===== config.mk =====
export PLATFORM = sky130hd
export DESIGN_NAME = simplified_des_byte_cipher
export DESIGN_NICKNAME = d
export VERILOG_FILES = /design/src/sv/sdes_pkg.sv /design/src/sv/sdes_key_sched.sv /design/src/sv/sdes_pipe.sv /design/src/sv/simplified_des_byte_cipher.sv
export SDC_FILE = /design/constraint.sdc
export NUM_CORES = 1
export LEC_CHECK = 0
export BUFFER_PORTS_ARGS = -buffer_cell sky130_fd_sc_hd__buf_2
export CORE_MARGIN = 5
export CORE_UTILIZATION = 55
export CTS_CLUSTER_DIAMETER = 40
export CTS_CLUSTER_SIZE = 20
export DETAILED_ROUTE_END_ITERATION = 8
export GPL_TIMING_DRIVEN = 0
export MAX_ROUTING_LAYER = met4
export PLACE_DENSITY = 0.74
export SLEW_MARGIN = 40
export SYNTH_ARGS = -nofsm -noshare
export SYNTH_HDL_FRONTEND = slang
export SYNTH_SLANG_ARGS = --single-unit

===== constraint.sdc =====
create_clock -name clock -period 4.8 [get_ports clock]
set_input_delay 0.24 -clock clock [delete_from_list [all_inputs] [get_ports clock]]
set_output_delay 0.24 -clock clock [all_outputs]
set_load 0.02 [all_outputs]

===== src/sv/sdes_pkg.sv =====
`default_nettype none
// ----------------------------------------------------------------------------
// S-DES package
// Shared types, permutation tables, S-boxes and helper functions.
// ----------------------------------------------------------------------------
package sdes_pkg;

   localparam int KEY_W  = 10;
   localparam int BYTE_W = 8;
   localparam int NIB_W  = 4;

   // Permutation tables, position 0 is the MSB.
   localparam int P10_TAB [10] = '{2, 4, 1, 6, 3, 9, 0, 8, 7, 5};
   localparam int P8_TAB  [8]  = '{5, 2, 6, 3, 7, 4, 9, 8};
   localparam int IP_TAB  [8]  = '{1, 5, 2, 0, 3, 7, 4, 6};
   localparam int IPI_TAB [8]  = '{3, 0, 2, 4, 6, 1, 7, 5};
   localparam int EP_TAB  [8]  = '{3, 0, 1, 2, 1, 2, 3, 0};
   localparam int P4_TAB  [4]  = '{1, 3, 2, 0};

   // S-boxes indexed [row][col].
   localparam logic [1:0] SBOX0 [4][4] = '{'{2'd1, 2'd0, 2'd3, 2'd2},
                                           '{2'd3, 2'd2, 2'd1, 2'd0},
                                           '{2'd0, 2'd2, 2'd1, 2'd3},
                                           '{2'd3, 2'd1, 2'd3, 2'd2}};
   localparam logic [1:0] SBOX1 [4][4] = '{'{2'd0, 2'd1, 2'd2, 2'd3},
                                           '{2'd2, 2'd0, 2'd1, 2'd3},
                                           '{2'd3, 2'd0, 2'd1, 2'd0},
                                           '{2'd2, 2'd1, 2'd0, 2'd3}};

   typedef struct packed {
      logic [BYTE_W-1:0] k1;
      logic [BYTE_W-1:0] k2;
   } sdes_subkeys_type;

   typedef struct packed {
      logic s1_valid;
      logic s2_valid;
   } sdes_pipe_stat_type;

   function automatic logic [9:0] perm_p10(input logic [9:0] v);
      logic [9:0] r;
      for (int i = 0; i < 10; i++) r[9-i] = v[9-P10_TAB[i]];
      return r;
   endfunction

   function automatic logic [7:0] perm_p8(input logic [9:0] v);
      logic [7:0] r;
      for (int i = 0; i < 8; i++) r[7-i] = v[9-P8_TAB[i]];
      return r;
   endfunction

   function automatic logic [7:0] perm_ip(input logic [7:0] v);
      logic [7:0] r;
      for (int i = 0; i < 8; i++) r[7-i] = v[7-IP_TAB[i]];
      return r;
   endfunction

   function automatic logic [7:0] perm_ipi(input logic [7:0] v);
      logic [7:0] r;
      for (int i = 0; i < 8; i++) r[7-i] = v[7-IPI_TAB[i]];
      return r;
   endfunction

   function automatic logic [7:0] perm_ep(input logic [3:0] v);
      logic [7:0] r;
      for (int i = 0; i < 8; i++) r[7-i] = v[3-EP_TAB[i]];
      return r;
   endfunction

   function automatic logic [3:0] perm_p4(input logic [3:0] v);
      logic [3:0] r;
      for (int i = 0; i < 4; i++) r[3-i] = v[3-P4_TAB[i]];
      return r;
   endfunction

   // Expansion, subkey mix and S-box lookup; P4 is applied in the next stage.
   function automatic logic [3:0] sbox_mix(input logic [3:0] nib, input logic [7:0] sub);
      logic [7:0] e;
      logic [3:0] a;
      logic [3:0] b;
      e = perm_ep(nib) ^ sub;
      a = e[7:4];
      b = e[3:0];
      return {SBOX0[{a[3], a[0]}][a[2:1]], SBOX1[{b[3], b[0]}][b[2:1]]};
   endfunction

endpackage
`default_nettype wire


===== src/sv/sdes_key_sched.sv =====
`default_nettype none
// ----------------------------------------------------------------------------
// S-DES key schedule
// Holds the key register and derives subkeys K1 and K2.
// ----------------------------------------------------------------------------
module sdes_key_sched (
   input  wire logic                      clock,
   input  wire logic                      reset,
   input  wire logic                      csr_wr_en,
   input  wire logic [9:0]                csr_wr_data,
   output sdes_pkg::sdes_subkeys_type     subkeys
);
   import sdes_pkg::*;

   logic [KEY_W-1:0] key_ff;
   logic [KEY_W-1:0] key_in;
   logic [KEY_W-1:0] kp;
   logic [4:0]       hi;
   logic [4:0]       lo;

   assign key_in = csr_wr_en ? csr_wr_data : key_ff;

   always_ff @(posedge clock) begin
      if (reset) begin
         key_ff <= '0;
      end else begin
         key_ff <= key_in;
      end
   end

   assign kp = perm_p10(key_ff);
   assign hi = kp[9:5];
   assign lo = kp[4:0];

   // rotate left by 1 for K1, by 3 in total for K2
   assign subkeys.k1 = perm_p8({hi[3:0], hi[4], lo[3:0], lo[4]});
   assign subkeys.k2 = perm_p8({hi[1:0], hi[4:2], lo[1:0], lo[4:2]});

endmodule
`default_nettype wire


===== src/sv/sdes_pipe.sv =====
`default_nettype none
// ----------------------------------------------------------------------------
// S-DES data pipeline
// Three register stages: IP and round-1 S-boxes, round-1 P4 and round-2
// S-boxes, round-2 P4 and IP inverse into the output register.
// ----------------------------------------------------------------------------
module sdes_pipe (
   input  wire logic                      clock,
   input  wire logic                      reset,
   input  sdes_pkg::sdes_subkeys_type     subkeys,
   input  wire logic                      req_tvalid,
   output logic                           req_tready,
   input  wire logic                      req_decrypt,
   input  wire logic [7:0]                req_data,
   output logic                           rsp_tvalid,
   input  wire logic                      rsp_tready,
   output logic [7:0]                     rsp_data,
   output sdes_pkg::sdes_pipe_stat_type   stat
);
   import sdes_pkg::*;

   // stage 1
   logic             v1_ff, v1_in;
   logic             dec1_ff;
   logic [NIB_W-1:0] left1_ff, right1_ff, s1_ff;
   // stage 2
   logic             v2_ff, v2_in;
   logic [NIB_W-1:0] right2_ff, mid2_ff, s2_ff;
   // stage 3
   logic             v3_ff, v3_in;
   logic [7:0]       res_ff;

   logic             rdy1, rdy2, rdy3;
   logic [7:0]       ip;
   logic [7:0]       first_key, second_key;
   logic [NIB_W-1:0] mid, top;

   assign rdy3 = !v3_ff || rsp_tready;
   assign rdy2 = !v2_ff || rdy3;
   assign rdy1 = !v1_ff || rdy2;

   assign v1_in = req_tvalid || (v1_ff && !rdy2);
   assign v2_in = v1_ff || (v2_ff && !rdy3);
   assign v3_in = v2_ff || (v3_ff && !rsp_tready);

   assign ip         = perm_ip(req_data);
   assign first_key  = req_decrypt ? subkeys.k2 : subkeys.k1;
   assign second_key = dec1_ff ? subkeys.k1 : subkeys.k2;
   assign mid        = left1_ff ^ perm_p4(s1_ff);
   assign top        = right2_ff ^ perm_p4(s2_ff);

   always_ff @(posedge clock) begin
      if (reset) begin
         v1_ff <= 1'b0;
         v2_ff <= 1'b0;
         v3_ff <= 1'b0;
      end else begin
         if (rdy1) v1_ff <= v1_in;
         if (rdy2) v2_ff <= v2_in;
         if (rdy3) v3_ff <= v3_in;
      end
   end

   always_ff @(posedge clock) begin
      if (rdy1 && req_tvalid) begin
         dec1_ff   <= req_decrypt;
         left1_ff  <= ip[7:4];
         right1_ff <= ip[3:0];
         s1_ff     <= sbox_mix(ip[3:0], first_key);
      end
      if (rdy2 && v1_ff) begin
         right2_ff <= right1_ff;
         mid2_ff   <= mid;
         s2_ff     <= sbox_mix(mid, second_key);
      end
      if (rdy3 && v2_ff) begin
         res_ff <= perm_ipi({top, mid2_ff});
      end
   end

   assign req_tready    = rdy1;
   assign rsp_tvalid    = v3_ff;
   assign rsp_data      = res_ff;
   assign stat.s1_valid = v1_ff;
   assign stat.s2_valid = v2_ff;

endmodule
`default_nettype wire


===== src/sv/simplified_des_byte_cipher.sv =====
`default_nettype none
// ----------------------------------------------------------------------------
// Simplified DES byte cipher
// Encrypts or decrypts one byte per request with a 10-bit S-DES key.
// ----------------------------------------------------------------------------
// Each request byte passes IP, two Feistel rounds and IP inverse through a
// three-stage pipeline: one byte per clock sustained with rsp_tready high;
// an accepted request moves through stage 1, stage 2 and the output register,
// which drives the rsp side. Every stage holds its own valid bit and a
// per-stage ready, so a stall on rsp_tready only fills the pipe; nothing is
// dropped or repeated. The key is loaded through csr_wr_en / csr_wr_data
// (reset value zero) and must only change while no request is in flight,
// since subkeys are derived from it combinationally.
module simplified_des_byte_cipher (
   input  wire logic        clock,
   input  wire logic        reset,
   // configuration
   input  wire logic        csr_wr_en,
   input  wire logic [9:0]  csr_wr_data,   // cipher_key
   // request side
   input  wire logic        req_tvalid,
   output logic             req_tready,
   input  wire logic [7:0]  req_tdata,     // [7:0] data_byte
   input  wire logic [0:0]  req_tuser,     // [0] action: 0 encrypt, 1 decrypt
   // result side
   output logic             rsp_tvalid,
   input  wire logic        rsp_tready,
   output logic [7:0]       rsp_tdata      // [7:0] result_byte
);
   import sdes_pkg::*;

   sdes_subkeys_type   subkeys;
   sdes_pipe_stat_type stat;

   // key register and subkey derivation
   sdes_key_sched u_key (
      .clock       (clock),
      .reset       (reset),
      .csr_wr_en   (csr_wr_en),
      .csr_wr_data (csr_wr_data),
      .subkeys     (subkeys)
   );

   // data path
   sdes_pipe u_pipe (
      .clock       (clock),
      .reset       (reset),
      .subkeys     (subkeys),
      .req_tvalid  (req_tvalid),
      .req_tready  (req_tready),
      .req_decrypt (req_tuser[0]),
      .req_data    (req_tdata),
      .rsp_tvalid  (rsp_tvalid),
      .rsp_tready  (rsp_tready),
      .rsp_data    (rsp_tdata),
      .stat        (stat)
   );

   // an accepted request always lands in stage 1
   a_req_enters: assert property (@(posedge clock) disable iff (reset)
      req_tvalid && req_tready |=> stat.s1_valid)
      else $error("accepted request not in stage 1");

   // an empty stage 2 always takes what stage 1 holds
   a_s1_moves: assert property (@(posedge clock) disable iff (reset)
      stat.s1_valid && !stat.s2_valid |=> stat.s2_valid)
      else $error("stage 1 request lost");

   // an empty output register always takes what stage 2 holds
   a_s2_moves: assert property (@(posedge clock) disable iff (reset)
      stat.s2_valid && !rsp_tvalid |=> rsp_tvalid)
      else $error("stage 2 request lost");

   // a stalled result keeps stage 2 occupied
   a_stall_holds: assert property (@(posedge clock) disable iff (reset)
      rsp_tvalid && !rsp_tready && stat.s2_valid |=> stat.s2_valid && rsp_tvalid)
      else $error("request dropped during stall");

endmodule
`default_nettype wire


Yosys cells after proc, flatten, opt, wreduce, memory -nomap -nowiden
Cells that the tools add are included.
- reduce and logical (&&, ||, !) cells: 18
- muxes and demuxes: 26
- magnitude comparators: 8
- bitwise gates (word level): 12
- operator list (operator ; count):
    2-to-1 mux 8 bit ; 10
    binary-select mux 8 bit (select 2 bit) ; 4
    >= comparator 3 bit, second input constant ; 8
    inverter 2 -> 3 bit ; 8
    binary-select mux 2 bit (select 2 bit) ; 4
    2-to-1 mux 2 bit ; 8
    XOR 8 bit ; 2
    XOR 4 bit ; 2
    logical AND 1 bit ; 6
    logical NOT 1 bit ; 6
    logical OR 1 bit ; 6
- bits in registers: 46
- output and inout bits: 10
- word-level logic and storage cells: 76
- bits of input ports: 24

Longest topological paths before layout
- depth in word-level cells: 9
- mapped depth: 7
- gate-level depth less buffers: 7

Cells and area by module
From an unflattened synthesis, not the netlist that was laid out.
- cells, all modules: 163
- area, all modules: 2254.7 um^2
- by module, submodules not included (module ; cells each ; area each (um^2) ; times used):
    sdes_pipe ; 125 ; 1856.8 ; 1
    sdes_key_sched ; 38 ; 397.9 ; 1

Least setup slack after synthesis
OpenSTA, ideal clock, no wires.
- kind: reg2reg
- from: register u_pipe.v3_ff (netlist: u_pipe.rsp_tvalid)
- to: register u_pipe.mid2_ff[0], enable pin
- path slack: 2887 ps
- arrival: 1513 ps
- buffers on the path: 0
- stages on the path, launching flop included: 3
- cells stage by stage: dfxtp_1 > nor2b_1 > a21boi_0
- cells in the longest elaborated chain, start to end: 4
- ends and longest elaborated chain (element ; RTL line ; text):
    start, declared ; sdes_pipe.sv:30 ; logic v3_ff, v3_in;
    start signal, assigned ; sdes_pipe.sv:60 ; if (rdy3) v3_ff <= v3_in;
    logical NOT 1 bit ; sdes_pipe.sv:38 ; assign rdy3 = !v3_ff || rsp_tready;
    logical OR 1 bit ; sdes_pipe.sv:38 ;
    logical OR 1 bit ; sdes_pipe.sv:39 ; assign rdy2 = !v2_ff || rdy3;
    logical AND 1 bit ; sdes_pipe.sv:71 ; if (rdy2 && v1_ff) begin
    end signal, assigned ; sdes_pipe.sv:73 ; mid2_ff <= mid;
    end, declared ; sdes_pipe.sv:28 ; logic [NIB_W-1:0] right2_ff, mid2_ff, s2_ff;
Every way passes these cells.
A chain may end at the register's enable or synchronous reset.

Worst setup path after layout
- from: register u_key.key_ff[9]
- to: register u_pipe.s1_ff[3], data pin
- cells in the longest elaborated chain, start to end: 9
- ends and longest elaborated chain (element ; RTL line ; text):
    start, declared ; sdes_key_sched.sv:15 ; logic [KEY_W-1:0] key_ff;
    start signal, assigned ; sdes_key_sched.sv:27 ; key_ff <= key_in;
    2-to-1 mux 8 bit ; sdes_pipe.sv:47 ; assign first_key = req_decrypt ? subkeys.k2 : subkeys.k1;
    XOR 8 bit ; sdes_pkg.sv:81 ; e = perm_ep(nib) ^ sub;
    inverter 2 -> 3 bit (implied by the code) ; sdes_pkg.sv:84 ; return {SBOX0[{a[3], a[0]}][a[2:1]], SBOX1[{b[3], b[0]}][b[2:1]]};
    binary-select mux 8 bit (select 2 bit) ; sdes_pkg.sv:84 ;
    2-to-1 mux 8 bit (implied by the code) (2 in a row) ; sdes_pkg.sv:84 ;
    binary-select mux 2 bit (select 2 bit) ; sdes_pkg.sv:84 ;
    2-to-1 mux 2 bit (implied by the code) (2 in a row) ; sdes_pkg.sv:84 ;
    end signal, assigned ; sdes_pipe.sv:69 ; s1_ff <= sbox_mix(ip[3:0], first_key);
    end, declared ; sdes_pipe.sv:25 ; logic [NIB_W-1:0] left1_ff, right1_ff, s1_ff;
Every way passes these cells. The select of a mux whose other input is x is not followed.

==> out/qor_table.md <==
| Parameter | Value |
|:---|:---|
| Outcome | finished, final reports clean |
| Number of antenna violations at the first check in global routing | 0 |
| CTS tree | built |
| CP Launch Type | flop |
| Internal Pwr Total | 739 uW |
| Fin area | 2600 sq um |
| Critical path capture point type | flop |
| Endpoint of the worst-slack reg-to-reg timing path | u_pipe.s1_ff[3] |
| Data required time at the worst endpoint | 4.84 ns |
| Num Clock Sinks | 46 |
| Power density cells | 381 nW/um^2 |
| CTS Root Buffer Type | clkbuf_8 |
| Crit path time final | 2.01 ns |
| Buffers from clock root to sink, at most | 2 |
| Portion of the post-synthesis area used by sequential elements | 55.8% |
| YS warnings | 0 |
| Critical R2R Launch | u_key.key_ff[9] |
| Residual antenna-violating net count after detailed routing | 0 |
| Clock skew after layout | 0.00498 ns |
| Signed area change from the synthesized netlist to the final layout | 15.9% |
| Crit path DAT | 2.05 ns |
| Pins over their slew limit | 0 |
| CTS buffer count | 5 |
| Ratio of cells with drive above 1 in the final layout | 24.4% |
| Count of endpoints failing hold in the final timing report | 0 |
| Count of routing violations after the opening detailed-route iteration | 90 |
| Vertical extent of the die | 73.8 microns |
| Maximum number of pins on one net before global-route repair | 14 |
| Total wire length | 3.86 mm |
| Die ar. | 5450 sq um |
| H-Tree Level Count | 2 |
| List of cells traversed by the critical path | mux2i_1, xnor2_1, inv_1, ha_1, mux4_1 |
| Most used flip-flop cell after synthesis | edfxtp_1 |
| Remaining design rule violation count | 0 |
| Clk slew on worst S/H paths | 0.08 ns |
| Detailed-router iteration count before antenna repair | 4 |
| Post-route non-filler standard cell count | 255 |
| Initial standard-cell utilization of the core | 56.4% |
| Critical path class | flop to flop |
| Final setup violation count | 0 |
| Combinational share of power | 22.4% |
| Netlist Area Pre-Place | 2240 sq um |
| Count of nets after finishing | 238 |
| Via/cell ratio | 5.11 |
| Number of I/O pins | 34 |
| Slew margin rel. | 53.9% |
| Biggest cell delay along the critical path | 0.46 ns |
| Count of vias placed by the detailed router | 1304 |
| Worst Max-Slew Pin Slew | 0.690 ns |
| Final Core Density | 65.4% |
| Hold path cells | 1 |
| Number of global-route vias before repair | 1377 |
| Post-cts repair resize count | 0 |
| Maximum operating frequency | 497 MHz |
| Setup TNS | 0 ns |
| Synthesized Nets | 198 |
| Beginning of the worst hold path | req_tdata[2] |
| Flip-flop and latch count after synthesis | 46 |
| Count of port buffers added during placement | 32 |
| Count of distinct cell types in the synthesized netlist | 25 |
| Worst-Skew Late Latency | 0.30 ns |
| Maxcap violations | 0 |
| DR WL/cell | 15.1 microns |
| Count of hold-fix buffers inserted at cts | 0 |
| Worst-case setup slack after placement | 2.66 ns |
| Post-Syn Area per Cell | 13.7 sq um |
| Placed Cells | 247 |
| Number of inserted diodes | 0 |
| Post-layout worst setup margin | 2.79 ns |
| Post-CTS setup buffer count | 0 |
| Global route overflow | 0 |
| Switching Fraction | 25.4% |
| Kind of path behind the tightest hold check | input port to flop |
| Global placement routability congestion | 0.792 |
| Power spent charging and discharging nets | 251 uW |
| Fraction of synthesis flops using an asynchronous set or reset pin | 0% |
| Bufs and invs on worst path | 1 |
| Hpwl dp | 3.04 mm |
| Standard cell with the maximum stage delay on the critical path | mux4_1 |
| Fraction of the cycle the final worst path needs | 41.9% |
| Stages on worst setup path | 5 |
| Worst R2R Path Depth | 5 |
| Horizontal die dimension | 73.8 microns |
| Register share of total power | 49.6% |
| Leak Pwr | 1.11 nW |
| Most frequent cells in the layout | buf_2, edfxtp_1, mux2i_1, inv_1, xnor2_1 |
| Synth Instances | 164 |
| Worst-path maximum fanout | 5 |
| Placed cell area | 2480 sq um |
| Rows | 23 |
| Number of enable-type register cells in the synthesized netlist | 33 |
| Global-route wire length before repair | 6.31 mm |
| Clock share of power | 28.0% |
| Core region area | 3970 sq um |
| Dominant delay contributor by cell family on the critical path | multiplexers |
| Worst hold endpoint | u_pipe.left1_ff[2] |
| VDD IR max | 0.000201 V |
| Reg-to-reg slack, setup | 2.79 ns |
| Setup repair after global routing missed its margin | no |
| Overall Global Routing Usage | 16.0% |
[cells by family after synthesis]
logic type | after synthesis | synth area share, %
flops | 46 | 55.8
mux | 35 | 17.7
xor+xnor | 27 | 11.2
buf+inv | 19 | 3.91
simple gates | 18 | 3.35
fa+ha+maj | 10 | 5.58
compound gates | 9 | 2.40
[through the flow]
| step | total power, mW | hold WS (ns) |
|---|---|---|
| 3_5_place_dp | 0.724 | 0.405 |
| 6_report | 0.990 | 0.119 |
| 4_1_cts | 0.999 | 0.113 |
| 5_1_grt | 1.05 | 0.0967 |
| 2_1_floorplan | 0.667 | 0.309 |
| 3_3_place_gp | 0.704 | 0.402 |
[synthesized netlist by cell type, types with 2 or more instances]
| master | n | area share [%] |
|---|---|---|
| xor2_1 | 11 | 4.3 |
| nor2b_1 | 2 | 0.56 |
| inv_1 | 15 | 2.5 |
| xnor2_2 | 2 | 1.5 |
| a21oi_1 | 2 | 0.45 |
| dfxtp_1 | 13 | 12 |
| mux2i_1 | 30 | 13 |
| edfxtp_1 | 33 | 44 |
| buf_6 | 2 | 1.0 |
| nor2_1 | 13 | 2.2 |
| xnor2_1 | 14 | 5.5 |
| nand3_1 | 2 | 0.45 |
| o21ai_0 | 3 | 0.67 |
| mux4_2 | 2 | 2.0 |
| ha_1 | 10 | 5.6 |
[layout make-up]
class / count / area, sq um
fillers: 328 / 1380
multi-input cells: 99 / 921
repair buffers: 33 / 168
inverters: 15 / 56.3
clock buffers: 7 / 76.3
well taps: 50 / 62.6
plain buffers: 4 / 31.3
clock inverters: 1 / 30.0
flip-flops and latches: 46 / 1250
[worst max-delay path by stage]
| stage | from | to | slack [ns] |
|---|---|---|---|
| 6_report | u_key.key_ff[9] | u_pipe.s1_ff[3] | 2.79 |
| 5_1_grt | u_pipe.s1_ff[1] | u_pipe.s2_ff[3] | 2.66 |
| 4_1_cts | u_key.key_ff[9] | u_pipe.s1_ff[3] | 2.78 |
| 3_5_place_dp | req_tuser | u_pipe.s1_ff[3] | 2.66 |
| 3_3_place_gp | req_tuser | u_pipe.s1_ff[3] | 2.68 |
| 2_1_floorplan | u_pipe.rsp_tvalid | u_pipe.mid2_ff[0] | 2.89 |
[state kept, by name, indices dropped and copies added, names as in the netlist, 4 cells and up]
name,flops
u_key.key_ff,10
u_pipe.right1_ff,4
u_pipe.s2_ff,4
u_pipe.rsp_data,8
u_pipe.right2_ff,4
u_pipe.left1_ff,4
u_pipe.mid2_ff,4
u_pipe.s1_ff,4
[power groups by stage]
stage | Clock [mW] | Combinational [mW] | Sequential (mW)
floorplan | 0 | 0.167 | 0.500
global placement | 0 | 0.206 | 0.499
detailed placement | 0 | 0.223 | 0.500
CTS | 0.283 | 0.224 | 0.491
global route | 0.304 | 0.248 | 0.495
finish | 0.277 | 0.222 | 0.491
[worst reg2reg max path: stages (launching register included)]
cell	delay, ns
dfxtp_1	0.43
mux2i_1	0.12
xnor2_1	0.35
inv_1	0.09
ha_1	0.30
mux4_1	0.46
[metal layers]
layer	wire length, microns	track usage, %	up-vias
li1	-	-	653
met1	1540	17.4	613
met2	2080	27.9	32
met3	159	4.51	6
met4	72	5.63	0
met5	0	-	-
(Power assumes the default switching activity.)
